==> src/rtl/core/skt_pkg.sv <==
// skt_pkg: types, sizes and codes for the sorted key table core.
// Used by skt_ram, skt_ctrl, sorted_key_table_core and skt_checker.
package skt_pkg;

    localparam int DEPTH   = 256;               // table entries
    localparam int PAY_W   = 32;                // stored payload bits
    localparam int KEY_W   = 32;
    localparam int FIELD_W = 32;                // width of payload fields on the ports
    localparam int POS_W   = 9;                 // width of position / entry_count fields
    localparam int ADDR_W  = $clog2(DEPTH);
    localparam int CNT_W   = $clog2(DEPTH + 1); // holds 0..DEPTH

    localparam logic [1:0] CMD_INSERT = 2'd0;
    localparam logic [1:0] CMD_FIND   = 2'd1;
    localparam logic [1:0] CMD_REMOVE = 2'd2;

    localparam logic [1:0] ST_OK      = 2'd0;
    localparam logic [1:0] ST_EXISTS  = 2'd1;
    localparam logic [1:0] ST_MISSING = 2'd2;
    localparam logic [1:0] ST_FULL    = 2'd3;

    typedef struct packed {
        logic [1:0]         cmd;
        logic [KEY_W-1:0]   entry_key;
        logic [FIELD_W-1:0] entry_payload;
    } skt_in_t;

    typedef struct packed {
        logic [1:0]         status;
        logic [FIELD_W-1:0] found_payload;
        logic [POS_W-1:0]   position;
        logic [POS_W-1:0]   entry_count;
    } skt_out_t;

    typedef struct packed {
        logic [KEY_W-1:0] key;
        logic [PAY_W-1:0] payload;
    } skt_entry_t;

    // one write and one read port per cycle
    typedef struct packed {
        logic              we;
        logic [ADDR_W-1:0] waddr;
        skt_entry_t        wdata;
        logic              re;
        logic [ADDR_W-1:0] raddr;
    } skt_mem_req_t;

endpackage

==> src/rtl/core/skt_ctrl.sv <==
// skt_ctrl: sequencer for search, shift and result of the sorted key table.
// Drives skt_ram through one compare unit. Depends on skt_pkg.
module skt_ctrl
    import skt_pkg::*;
(
    input  logic         clk,
    input  logic         rst_n,
    input  logic         item_valid,
    output logic         item_ready,
    input  skt_in_t      item,
    output logic         res_valid,
    input  logic         res_ready,
    output skt_out_t     result,
    output skt_mem_req_t mem_req,
    input  skt_entry_t   rd_data
);

    typedef enum logic [7:0] {
        S_IDLE   = 8'b0000_0001,
        S_SRCH   = 8'b0000_0010,
        S_SCMP   = 8'b0000_0100,
        S_HCMP   = 8'b0000_1000,
        S_DECIDE = 8'b0001_0000,
        S_UP     = 8'b0010_0000,
        S_DOWN   = 8'b0100_0000,
        S_DONE   = 8'b1000_0000
    } state_t;

    state_t            state_reg, state_next;
    logic [CNT_W-1:0]  fill_reg, fill_next;
    logic [CNT_W-1:0]  lo_reg, lo_next;
    logic [CNT_W-1:0]  hi_reg, hi_next;
    logic [CNT_W-1:0]  mid_reg, mid_next;
    logic [CNT_W-1:0]  rd_idx_reg, rd_idx_next;
    logic [ADDR_W-1:0] wr_addr_reg, wr_addr_next;
    logic              wr_pend_reg, wr_pend_next;
    logic              hit_reg, hit_next;
    logic [PAY_W-1:0]  pay_reg, pay_next;
    logic [1:0]        cmd_reg, cmd_next;
    logic [KEY_W-1:0]  key_reg, key_next;
    logic [PAY_W-1:0]  payin_reg, payin_next;
    logic [1:0]        status_reg, status_next;
    logic [CNT_W-1:0]  pos_reg, pos_next;
    logic [PAY_W-1:0]  found_reg, found_next;

    logic [CNT_W-1:0]  mid_w;
    logic [CNT_W-1:0]  lo_m1;
    logic [CNT_W-1:0]  rd_m1;

    assign mid_w = lo_reg + ((hi_reg - lo_reg) >> 1);
    assign lo_m1 = lo_reg - CNT_W'(1);
    assign rd_m1 = rd_idx_reg - CNT_W'(1);

    always_comb
    begin
        state_next   = state_reg;
        fill_next    = fill_reg;
        lo_next      = lo_reg;
        hi_next      = hi_reg;
        mid_next     = mid_reg;
        rd_idx_next  = rd_idx_reg;
        wr_addr_next = wr_addr_reg;
        wr_pend_next = wr_pend_reg;
        hit_next     = hit_reg;
        pay_next     = pay_reg;
        cmd_next     = cmd_reg;
        key_next     = key_reg;
        payin_next   = payin_reg;
        status_next  = status_reg;
        pos_next     = pos_reg;
        found_next   = found_reg;
        mem_req      = '0;

        unique case (state_reg)
            S_IDLE:
            begin
                if (item_valid)
                begin
                    cmd_next   = item.cmd;
                    key_next   = item.entry_key;
                    payin_next = PAY_W'(item.entry_payload);
                    lo_next    = '0;
                    hi_next    = fill_reg;
                    hit_next   = 1'b0;
                    found_next = '0;
                    if (item.cmd == CMD_INSERT || item.cmd == CMD_FIND ||
                        item.cmd == CMD_REMOVE)
                    begin
                        state_next = S_SRCH;
                    end
                    else
                    begin
                        status_next = ST_MISSING;
                        pos_next    = '0;
                        state_next  = S_DONE;
                    end
                end
            end
            S_SRCH:
            begin
                if (lo_reg < hi_reg)
                begin
                    mem_req.re    = 1'b1;
                    mem_req.raddr = mid_w[ADDR_W-1:0];
                    mid_next      = mid_w;
                    state_next    = S_SCMP;
                end
                else if (lo_reg != '0)
                begin
                    // upper bound found; check the entry just below it
                    mem_req.re    = 1'b1;
                    mem_req.raddr = lo_m1[ADDR_W-1:0];
                    state_next    = S_HCMP;
                end
                else
                begin
                    hit_next   = 1'b0;
                    state_next = S_DECIDE;
                end
            end
            S_SCMP:
            begin
                if (rd_data.key <= key_reg)
                begin
                    lo_next = mid_reg + CNT_W'(1);
                end
                else
                begin
                    hi_next = mid_reg;
                end
                state_next = S_SRCH;
            end
            S_HCMP:
            begin
                hit_next   = (rd_data.key == key_reg);
                pay_next   = rd_data.payload;
                state_next = S_DECIDE;
            end
            S_DECIDE:
            begin
                priority if (cmd_reg == CMD_INSERT)
                begin
                    if (hit_reg)
                    begin
                        status_next = ST_EXISTS;
                        pos_next    = lo_m1;
                        state_next  = S_DONE;
                    end
                    else if (fill_reg == CNT_W'(DEPTH))
                    begin
                        status_next = ST_FULL;
                        pos_next    = lo_reg;
                        state_next  = S_DONE;
                    end
                    else
                    begin
                        rd_idx_next  = fill_reg;
                        wr_pend_next = 1'b0;
                        state_next   = S_UP;
                    end
                end
                else if (hit_reg)
                begin
                    status_next = ST_OK;
                    pos_next    = lo_m1;
                    found_next  = pay_reg;
                    if (cmd_reg == CMD_REMOVE)
                    begin
                        rd_idx_next  = lo_reg;
                        wr_pend_next = 1'b0;
                        state_next   = S_DOWN;
                    end
                    else
                    begin
                        state_next = S_DONE;
                    end
                end
                else
                begin
                    status_next = ST_MISSING;
                    pos_next    = lo_reg;
                    state_next  = S_DONE;
                end
            end
            S_UP:
            begin
                // read j-1 while writing the entry read last cycle to j
                if (wr_pend_reg)
                begin
                    mem_req.we    = 1'b1;
                    mem_req.waddr = wr_addr_reg;
                    mem_req.wdata = rd_data;
                end
                if (rd_idx_reg > lo_reg)
                begin
                    mem_req.re    = 1'b1;
                    mem_req.raddr = rd_m1[ADDR_W-1:0];
                    wr_addr_next  = rd_idx_reg[ADDR_W-1:0];
                    rd_idx_next   = rd_m1;
                    wr_pend_next  = 1'b1;
                end
                else
                begin
                    wr_pend_next = 1'b0;
                    if (!wr_pend_reg)
                    begin
                        mem_req.we              = 1'b1;
                        mem_req.waddr           = lo_reg[ADDR_W-1:0];
                        mem_req.wdata.key       = key_reg;
                        mem_req.wdata.payload   = payin_reg;
                        fill_next   = fill_reg + CNT_W'(1);
                        status_next = ST_OK;
                        pos_next    = lo_reg;
                        state_next  = S_DONE;
                    end
                end
            end
            S_DOWN:
            begin
                if (wr_pend_reg)
                begin
                    mem_req.we    = 1'b1;
                    mem_req.waddr = wr_addr_reg;
                    mem_req.wdata = rd_data;
                end
                if (rd_idx_reg < fill_reg)
                begin
                    mem_req.re    = 1'b1;
                    mem_req.raddr = rd_idx_reg[ADDR_W-1:0];
                    wr_addr_next  = rd_m1[ADDR_W-1:0];
                    rd_idx_next   = rd_idx_reg + CNT_W'(1);
                    wr_pend_next  = 1'b1;
                end
                else
                begin
                    wr_pend_next = 1'b0;
                    if (!wr_pend_reg)
                    begin
                        fill_next  = fill_reg - CNT_W'(1);
                        state_next = S_DONE;
                    end
                end
            end
            S_DONE:
            begin
                if (res_ready)
                begin
                    state_next = S_IDLE;
                end
            end
            default:
            begin
                state_next = S_IDLE;
            end
        endcase
    end

    always_ff @(posedge clk or negedge rst_n)
    begin
        if (!rst_n)
        begin
            state_reg   <= S_IDLE;
            fill_reg    <= '0;
            wr_pend_reg <= 1'b0;
        end
        else
        begin
            state_reg   <= state_next;
            fill_reg    <= fill_next;
            wr_pend_reg <= wr_pend_next;
        end
    end

    always_ff @(posedge clk)
    begin
        lo_reg      <= lo_next;
        hi_reg      <= hi_next;
        mid_reg     <= mid_next;
        rd_idx_reg  <= rd_idx_next;
        wr_addr_reg <= wr_addr_next;
        hit_reg     <= hit_next;
        pay_reg     <= pay_next;
        cmd_reg     <= cmd_next;
        key_reg     <= key_next;
        payin_reg   <= payin_next;
        status_reg  <= status_next;
        pos_reg     <= pos_next;
        found_reg   <= found_next;
    end

    assign item_ready = (state_reg == S_IDLE);
    assign res_valid  = (state_reg == S_DONE);

    assign result.status        = status_reg;
    assign result.found_payload = FIELD_W'(found_reg);
    assign result.position      = POS_W'(pos_reg);
    assign result.entry_count   = POS_W'(fill_reg);

endmodule

==> config.mk <==
export PLATFORM = sky130hd
export DESIGN_NAME = skt_ctrl
export DESIGN_NICKNAME = d
export VERILOG_FILES = /design/src/rtl/core/skt_pkg.sv /design/src/rtl/core/skt_ctrl.sv
export SDC_FILE = /design/constraint.sdc
export NUM_CORES = 1
export LEC_CHECK = 0
export BUFFER_PORTS_ARGS = -buffer_cell sky130_fd_sc_hd__buf_2
export CAP_MARGIN = 15
export CORE_UTILIZATION = 55
export CTS_BUF_LIST = sky130_fd_sc_hd__clkbuf_16
export CTS_CLUSTER_DIAMETER = 60
export CTS_CLUSTER_SIZE = 20
export DETAILED_ROUTE_END_ITERATION = 7
export GPL_ROUTABILITY_DRIVEN = 0
export PLACE_DENSITY = 0.9
export RECOVER_POWER = 100
export SETUP_SLACK_MARGIN = 0.4
export SLEW_MARGIN = 20
export SYNTH_ARGS = -nofsm -noshare
export SYNTH_HDL_FRONTEND = slang
export SYNTH_SLANG_ARGS = --single-unit
export TNS_END_PERCENT = 10
==> constraint.sdc <==
create_clock -name clk -period 4.8 [get_ports clk]
set_input_delay 0 -clock clk [delete_from_list [all_inputs] [get_ports clk]]
set_output_delay 0 -clock clk [all_outputs]
set_load 0.02 [all_outputs]
==> impl_summary.md, run 1 <==
Status
The run finished, with violations left. The checks that failed: capacitance limit, slew limit.

Global routing
The number of antenna violations at the first check in global routing is 3. The maximum number of pins on one net before global-route repair is 61. The via count of the first global-routing pass was 9975. Summed over all layers, the global routing overflow is 0. In the global route stage, overall resource usage came out at 0.3360. The first-pass GRT wire length is 55.30 mm.

Yosys
The number of nets in the synthesized netlist is 1169. The register area share after synthesis is 0.5277. The average footprint of a synthesized cell is 12.02 um^2.

The dominant synthesized flop cell is sky130_fd_sc_hd__edfxtp_1. By area the synthesized netlist is led by sky130_fd_sc_hd__edfxtp_1 49%, sky130_fd_sc_hd__ha_1 8.7%, sky130_fd_sc_hd__a22o_1 5.4%, sky130_fd_sc_hd__dfrtp_1 3.7%, sky130_fd_sc_hd__and2_1 2.2%. The number of instances in the synthesized netlist is 952. The summed instance area of the synthesized netlist is 11440 um^2. The synthesized design contains 186 enable-type register cells.

In the synthesized netlist the async set-or-reset flop fraction comes to 0.08824. Synthesis inferred 204 register bits. The number of warning messages in the yosys log is 0. The cell taking the most area after synthesis is sky130_fd_sc_hd__edfxtp_1. Yosys mapped the design onto 76 distinct sky130hd cell types. The fraction of post-synthesis cell area in the top cell type by area is 0.4882.

Setup path
The arrival time at the worst endpoint is 4.41 ns. The kind of end point of the critical path is an output pin. By startpoint and endpoint, the worst setup path is classified as reg -> out.

STA puts the critical path data required time at 4.80 ns. STA classifies the critical path startpoint as a flip-flop. The highest fanout seen on the critical path is 60.

Routing
The routed via count divided by cell count is 6.202. The total DRC errors in the routed layout is 0. Wires add up to 36.64 mm.

Once detail routing completed, the nets flagged for antenna violations numbered 0. Across all layers, the routed design uses 9948 vias. After detailed routing, the average wire length per cell comes to 22.85 um. The detailed router finished its first iteration with 1170 violations. The pre-antenna-repair detailed-routing pass consisted of 6 iterations.

Power
The cell leakage power is 5.749 nW. Dividing total power by cell area gives a power density of 455.3 nW/um^2. The maximum ir drop on the vdd rail is 397.2 uV.

The overall power of the completed layout is 6.558 mW.

Die
The number of rows in the core area is 52. The total area inside the core boundary comes to 20300 um^2. The die covers 21380 um^2. The die span in y is 146.2 um.

Pin placement for this block handled 270 I/O pins. The initial standard-cell utilization of the core is 0.5635. In this run the horizontal extent of the chip is 146.2 um.

Clocking
The TritonCTS clock tree is built. Counting the buffers created by CTS gives 18. The clock-pin transition on the worst setup and hold timing paths is 0.08 ns. The post-cts resize count is 0. The clock latency on the worst-skew pair is 0.50 ns.

No sink is reached through more buffers than the 3 on the longest clock path. CTS placed an instance of sky130_fd_sc_hd__clkbuf_16 at the clock tree root. The clock sink count is 204. The count of H-tree levels built during CTS is 1.

Layout
After routing the design area is 14410 um^2. The leading cell type in the layout, fill and taps excluded is sky130_fd_sc_hd__edfxtp_1. The final layout net count is 1538. Leaving out fill and tap cells, the most frequent cells in the layout are 186 x sky130_fd_sc_hd__edfxtp_1, 174 x sky130_fd_sc_hd__clkbuf_1, 102 x sky130_fd_sc_hd__dlygate4sd3_1. Summing all multi-input logic gate instances after layout gives 4877 um^2. Of the cells placed in the final design, the portion with a size suffix greater than 1 is 0.1366. Summing all flip-flop and latch instances after layout gives 6037 um^2. The count of filler cells inserted in the layout is 1407. The area growth from synthesis to layout is 25.92%.

Job
The number of max-capacitance violations reported is 1.

Timing
The worst-case hold slack is 0.1673 ns. The number of pins with negative max-slew slack in the final report is 33. For the final routed database, the setup TNS stands at 0 ns. The post-route minimum period is 4.409 ns.

Setup repair after global routing left no endpoint under its margin. At the pin with the least slew margin, the transition time is 1.736 ns. Measured against its own limit, the worst slew margin works out to -0.1575. Static timing analysis puts the maximum clock frequency at 0.2268 GHz.

The setup-violating endpoint count in the final report is 0. The final clock skew is 0.02025 ns. The hold violation count in the final report is 0. In the finished design, the share of the clock period the worst path needs comes to 0.9185.

Placement
In this run the tool buffered the top-level ports with 269 buffer cells. Summing all placed instances gives a cell area of 12990 um^2. After legalization and detailed placement, the total HPWL measured 23.59 mm.

Min path
The type of the tightest min-delay check is in -> async.
[critical path: stages, from the launching register on]
cell and delay, ns:
sky130_fd_sc_hd__edfxtp_1 0.65, sky130_fd_sc_hd__inv_1 0.27, sky130_fd_sc_hd__ha_1 0.27, sky130_fd_sc_hd__a21oi_1 0.15
sky130_fd_sc_hd__o21ai_0 0.16, sky130_fd_sc_hd__a2111oi_4 0.47, sky130_fd_sc_hd__nor2_2 0.06, sky130_fd_sc_hd__nor3_2 0.97
sky130_fd_sc_hd__buf_12 0.38, sky130_fd_sc_hd__a22o_1 0.25, sky130_fd_sc_hd__clkbuf_1 0.25
[final cells by class]
type	count	share of cell area
Antenna cell	2	0.0003474
Tap cell	270	0.02345
Timing Repair Buffer	390	0.1602
Clock inverter	13	0.009902
Inverter	66	0.01720
Sequential cell	204	0.4191
Multi-Input combinational cell	641	0.3386
Clock buffer	18	0.03127
[cells by family (layout without fill, tap and decap cells)]
logic type / Yosys count / in the layout / share of synthesized area
xor+xnor: 41 / 41 / 0.03139
compound gates: 245 / 245 / 0.1589
simple gates: 243 / 243 / 0.1198
other cells: 0 / 2 / 0
mux: 29 / 29 / 0.02669
flops: 204 / 204 / 0.5277
buf+inv: 107 / 487 / 0.04277
fa+ha+maj: 83 / 83 / 0.09275
[where the power goes]
group | switching (mW) | internal, mW | total, mW
Combinational | 1.47 | 0.843 | 2.32
Sequential | 0.285 | 2.46 | 2.74
Clock | 0.720 | 0.777 | 1.50
Total | 2.48 | 4.08 | 6.56
[layer usage]
metal | part of all wire | vias up | global-route usage
met1 | 0.35 | 4667 | 0.3970
met2 | 0.49 | 722 | 0.5731
met5 | 0 | - | 0
li1 | - | 4379 | -
met3 | 0.092 | 180 | 0.06031
met4 | 0.066 | 0 | 0.2016
[metrics by stage]
| step | cells | util | setup slack (ns) |
|---|---|---|---|
| 2_1_floorplan | 952 | - | 0.6201 |
| 3_3_place_gp | 1459 | 0.6398 | 1.329 |
| 3_5_place_dp | 1459 | 0.6398 | 1.198 |
| 4_1_cts | 1592 | 0.7193 | 0.6523 |
| 5_1_grt | 1604 | 0.7096 | 0.2490 |
| 6_report | 1604 | 0.7096 | 0.3910 |
[Yosys cell counts (all sizes together) (4+ instances only)]
cell and count:
edfxtp 186, ha 80, a22o 72, inv 66, a21oi 48, nand2 44, nor2 44, and2 41
o21ai 37, nor3 27, xnor2 25, buf 24, nand3 19, a21o 17, clkbuf 17, dfrtp 17
mux2i 17, nand4 16, xor2 16, mux2 12, and3 10, nor2b 9, a221oi 8, o22ai 7
or3 7, a211oi 5, o211a 5, o211ai 5, o221a 5, and4 4, nand2b 4, o32ai 4
or2 4
[final timing paths]
kind                       slack (ns)             to  cells past startpoint         start
setup / recovery                 0.39    mem_req[66]                     10     lo_reg[1]
setup reg to reg                 0.58    key_reg[28]                      5  state_reg[6]
hold / removal                   0.17   state_reg[0]                      2         rst_n
max in group asynchronous        3.30   state_reg[3]                      3         rst_n
hold reg to reg                  0.53   found_reg[0]                      1    pay_reg[0]
min in group clk                 0.21  payin_reg[25]                      2      item[25]
[what timing repair did]
action | 4_1_cts | 5_1_grt
hold endpoints to repair | 119 | 0
setup endpoints to repair | 0 | 2
hold buffers | 102 | 0
buffers inserted | 0 | 10
Power figures use the tool's default switching activity.
==> run 2: changes to the inputs <==
--- a/config.mk
+++ b/config.mk
@@ -7,13 +7,13 @@
 export LEC_CHECK = 0
 export BUFFER_PORTS_ARGS = -buffer_cell sky130_fd_sc_hd__buf_2
 export CAP_MARGIN = 15
-export CORE_UTILIZATION = 55
+export CORE_UTILIZATION = 30
 export CTS_BUF_LIST = sky130_fd_sc_hd__clkbuf_16
 export CTS_CLUSTER_DIAMETER = 60
 export CTS_CLUSTER_SIZE = 20
 export DETAILED_ROUTE_END_ITERATION = 7
 export GPL_ROUTABILITY_DRIVEN = 0
-export PLACE_DENSITY = 0.9
+export PLACE_DENSITY = 0.59
 export RECOVER_POWER = 100
 export SETUP_SLACK_MARGIN = 0.4
 export SLEW_MARGIN = 20
==> impl_summary.md, run 2 (same netlist as run 1, synthesis figures left out) <==
Min path
The critical hold path startpoint is item[27]. The worst hold path belongs to the class in -> reg. The worst hold path terminates at payin_reg[27]. The worst hold path was traced through 2 stages.

Layout
The summed area of non-filler cells in the final layout is 15050 um^2. After the last flow step, the layout net total stands at 1556. From synthesis to final layout, the design area changed by 31.52%. Leaving out fill and tap cells, the most frequent cells in the layout are 186 x sky130_fd_sc_hd__edfxtp_1, 173 x sky130_fd_sc_hd__clkbuf_1, 103 x sky130_fd_sc_hd__dlygate4sd3_1. The leading cell type in the layout, fill and taps excluded is sky130_fd_sc_hd__edfxtp_1. The ratio of cells with drive above 1 in the final layout is 0.1471.

Clocking
The later pin in the worst-skew pair is clocked with a latency of 0.54 ns. The number of clock buffers inserted by TritonCTS is 28. CTS saw 204 sinks. TritonCTS built the clock tree. CTS built an H-tree with a depth of 1. In this run, post-CTS repair resized a total of 0 instances. The clock-pin transition on the worst setup and hold timing paths is 0.07 ns. The tree is rooted in a sky130_fd_sc_hd__clkbuf_16. The longest clock path from root to sink contains 3 buffers.

Global routing
The number of antenna violations at the first check in global routing is 0. The global routing met1 resource utilization is 0.2358. After global routing, the most crowded layer is met2. The total overflow left after global routing is 0. The total global-route track usage is 0.1793. The first-pass GRT wire length is 53.45 mm. The via count of the first global-routing pass is 9282. Entering global routing, the biggest net connects 51 pins. In the global route stage, met3 resource usage came out at 0.03124. For met2 alone, demand over resource in global routing was 0.2916.

Routing
The first TritonRoute pass finished after 7 iterations. The number of DRC markers in iteration 0 is 653. For this block, the via count after detailed routing is 9426. In the routed design, unresolved DRC markers number 0. The routed via count divided by cell count is 5.035. Wires add up to 36.20 mm. Dividing the detail-routed wire length by the instance count gives 19.34 um. The detail route stage leaves a number of antenna-violating nets equal to 0.

Timing
The hold violation count in the final report is 0. The final clock skew is 0.01174 ns. The number of pins with negative max-slew slack in the final report is 33. In the finished design, the share of the clock period the worst path needs comes to 0.9035. Setup violations remaining at the end of the flow were counted as 0.

The accumulated negative setup slack is 0 ns. After layout, the worst setup slack is 0.4634 ns. The post-route minimum period is 4.337 ns. In this run the tightest slew margin relative to its limit is -0.1769. For the pin with the worst max-slew slack, the measured transition is 1.765 ns. For this run, the top clock speed supported by timing is 0.2306 GHz. Setup repair after global routing left no endpoint under its margin.

Setup path
Along the worst path, the maximum fanout reaches 13. STA classifies the critical path endpoint as an output pin. The startpoint type of the worst setup path is a flip-flop. The critical path required time is 4.80 ns. The setup slack on the worst flop-to-flop path is 0.65 ns. The worst reg2reg path endpoint is found_reg[2]. STA puts the critical path data arrival time at 4.34 ns.

The critical path start-end classification is reg -> out. The startpoint identified for the worst register-to-register timing path is state_reg[1]. The depth of the worst register-to-register path is 5.

Die
For this configuration, the core starts out at a cell density of 0.3044. From left edge to right edge, the die measures 197.3 um. The die covers 38920 um^2. The total area inside the core boundary comes to 37580 um^2.

The I/O pin count is 270. The die is 197.3 um tall. The initialized floorplan defines 71 standard-cell rows.

Placement
After legalization and detailed placement, the total HPWL measured 26.32 mm. The port buffer count is 269. The placement-stage cell area is 13350 um^2.

The minimum setup slack after placement is 1.146 ns.

Status
The final reports fail on capacitance limit, slew limit. The run finished, with violations left.

Power
The maximum ir drop on the vdd rail is 257.1 uV. The power per unit of standard cell area is 470.0 nW/um^2. The cell leakage power is 5.947 nW.

Job
The number of max-capacitance violations reported is 1.
==> run 2: cell count changes in the layout (fill, tap and decap cells not counted), moves of 3 or more <==
| cell | before | now |
|---|---|---|
| sky130_fd_sc_hd__and2_0 | 26 | 23 |
| sky130_fd_sc_hd__and2_1 | 14 | 17 |
| sky130_fd_sc_hd__buf_2 | 98 | 101 |
| sky130_fd_sc_hd__buf_4 | 13 | 16 |
| sky130_fd_sc_hd__clkbuf_16 | 18 | 29 |
| sky130_fd_sc_hd__clkbuf_2 | 1 | 5 |
| sky130_fd_sc_hd__inv_1 | 68 | 72 |
| sky130_fd_sc_hd__inv_6 | 6 | 3 |
==> run 2: worst max path at each step <==
stage                        end  slack, ns         start
floorplan           found_reg[0]       0.62  state_reg[5]
global placement      mem_req[6]       1.26     lo_reg[0]
detailed placement    mem_req[6]       1.15     lo_reg[0]
CTS                   mem_req[6]       0.54     lo_reg[0]
global route        found_reg[2]       0.25  state_reg[1]
finish                mem_req[1]       0.46  state_reg[1]
==> run 2: cell type report <==
cell class,count,area [um^2]
repair buffers,398,2331
clock inverters,22,212.7
multi-input cells,641,4850
inverters,66,247.7
diodes,1,2.502
flip-flops and latches,204,6037
fillers,3681,22530
well taps,511,639.4
clock buffers,29,725.7
==> run 2: what timing repair did <==
action	CTS	global route
setup endpoints to repair	0	1
hold endpoints to repair	120	0
hold buffers	103	0
setup buffers	0	6
==> run 2: stage by stage <==
| stage | std cells | utilization | total power [mW] | hold slack, ns |
|---|---|---|---|---|
| finish | 1872 | 0.4004 | 7.071 | 0.1639 |
| global route | 1871 | 0.4003 | 7.466 | 0.1390 |
| CTS | 1865 | 0.4076 | 7.193 | 0.1292 |
| detailed placement | 1711 | 0.3552 | 5.026 | -0.01456 |
| global placement | 1711 | 0.3552 | 4.977 | -0.01480 |
| floorplan | 952 | - | 4.228 | -0.2956 |
==> run 2: routing by layer <==
layer	up-vias	routed length, um
met3	77	2167
met4	0	1400
li1	4421	-
met5	-	0
met1	4570	15570
met2	358	17060
==> run 2: worst max-delay path, stage by stage, from the launching register on <==
cell and delay, ns:
sky130_fd_sc_hd__dfrtp_1 0.43, sky130_fd_sc_hd__nor3_1 0.70, sky130_fd_sc_hd__and2_0 0.37, sky130_fd_sc_hd__nand2_1 0.08, sky130_fd_sc_hd__clkbuf_1 0.30, sky130_fd_sc_hd__inv_1 0.37
sky130_fd_sc_hd__buf_4 0.28, sky130_fd_sc_hd__o21ai_1 0.27, sky130_fd_sc_hd__buf_4 0.27, sky130_fd_sc_hd__o22a_2 0.24, sky130_fd_sc_hd__o21ai_0 0.18, sky130_fd_sc_hd__clkbuf_1 0.28
==> run 2: power breakdown <==
| part | total [mW] | switching [mW] | internal [mW] |
|---|---|---|---|
| Clock | 2.07 | 0.844 | 1.23 |
| Combinational | 2.31 | 1.48 | 0.824 |
| Sequential | 2.69 | 0.230 | 2.46 |
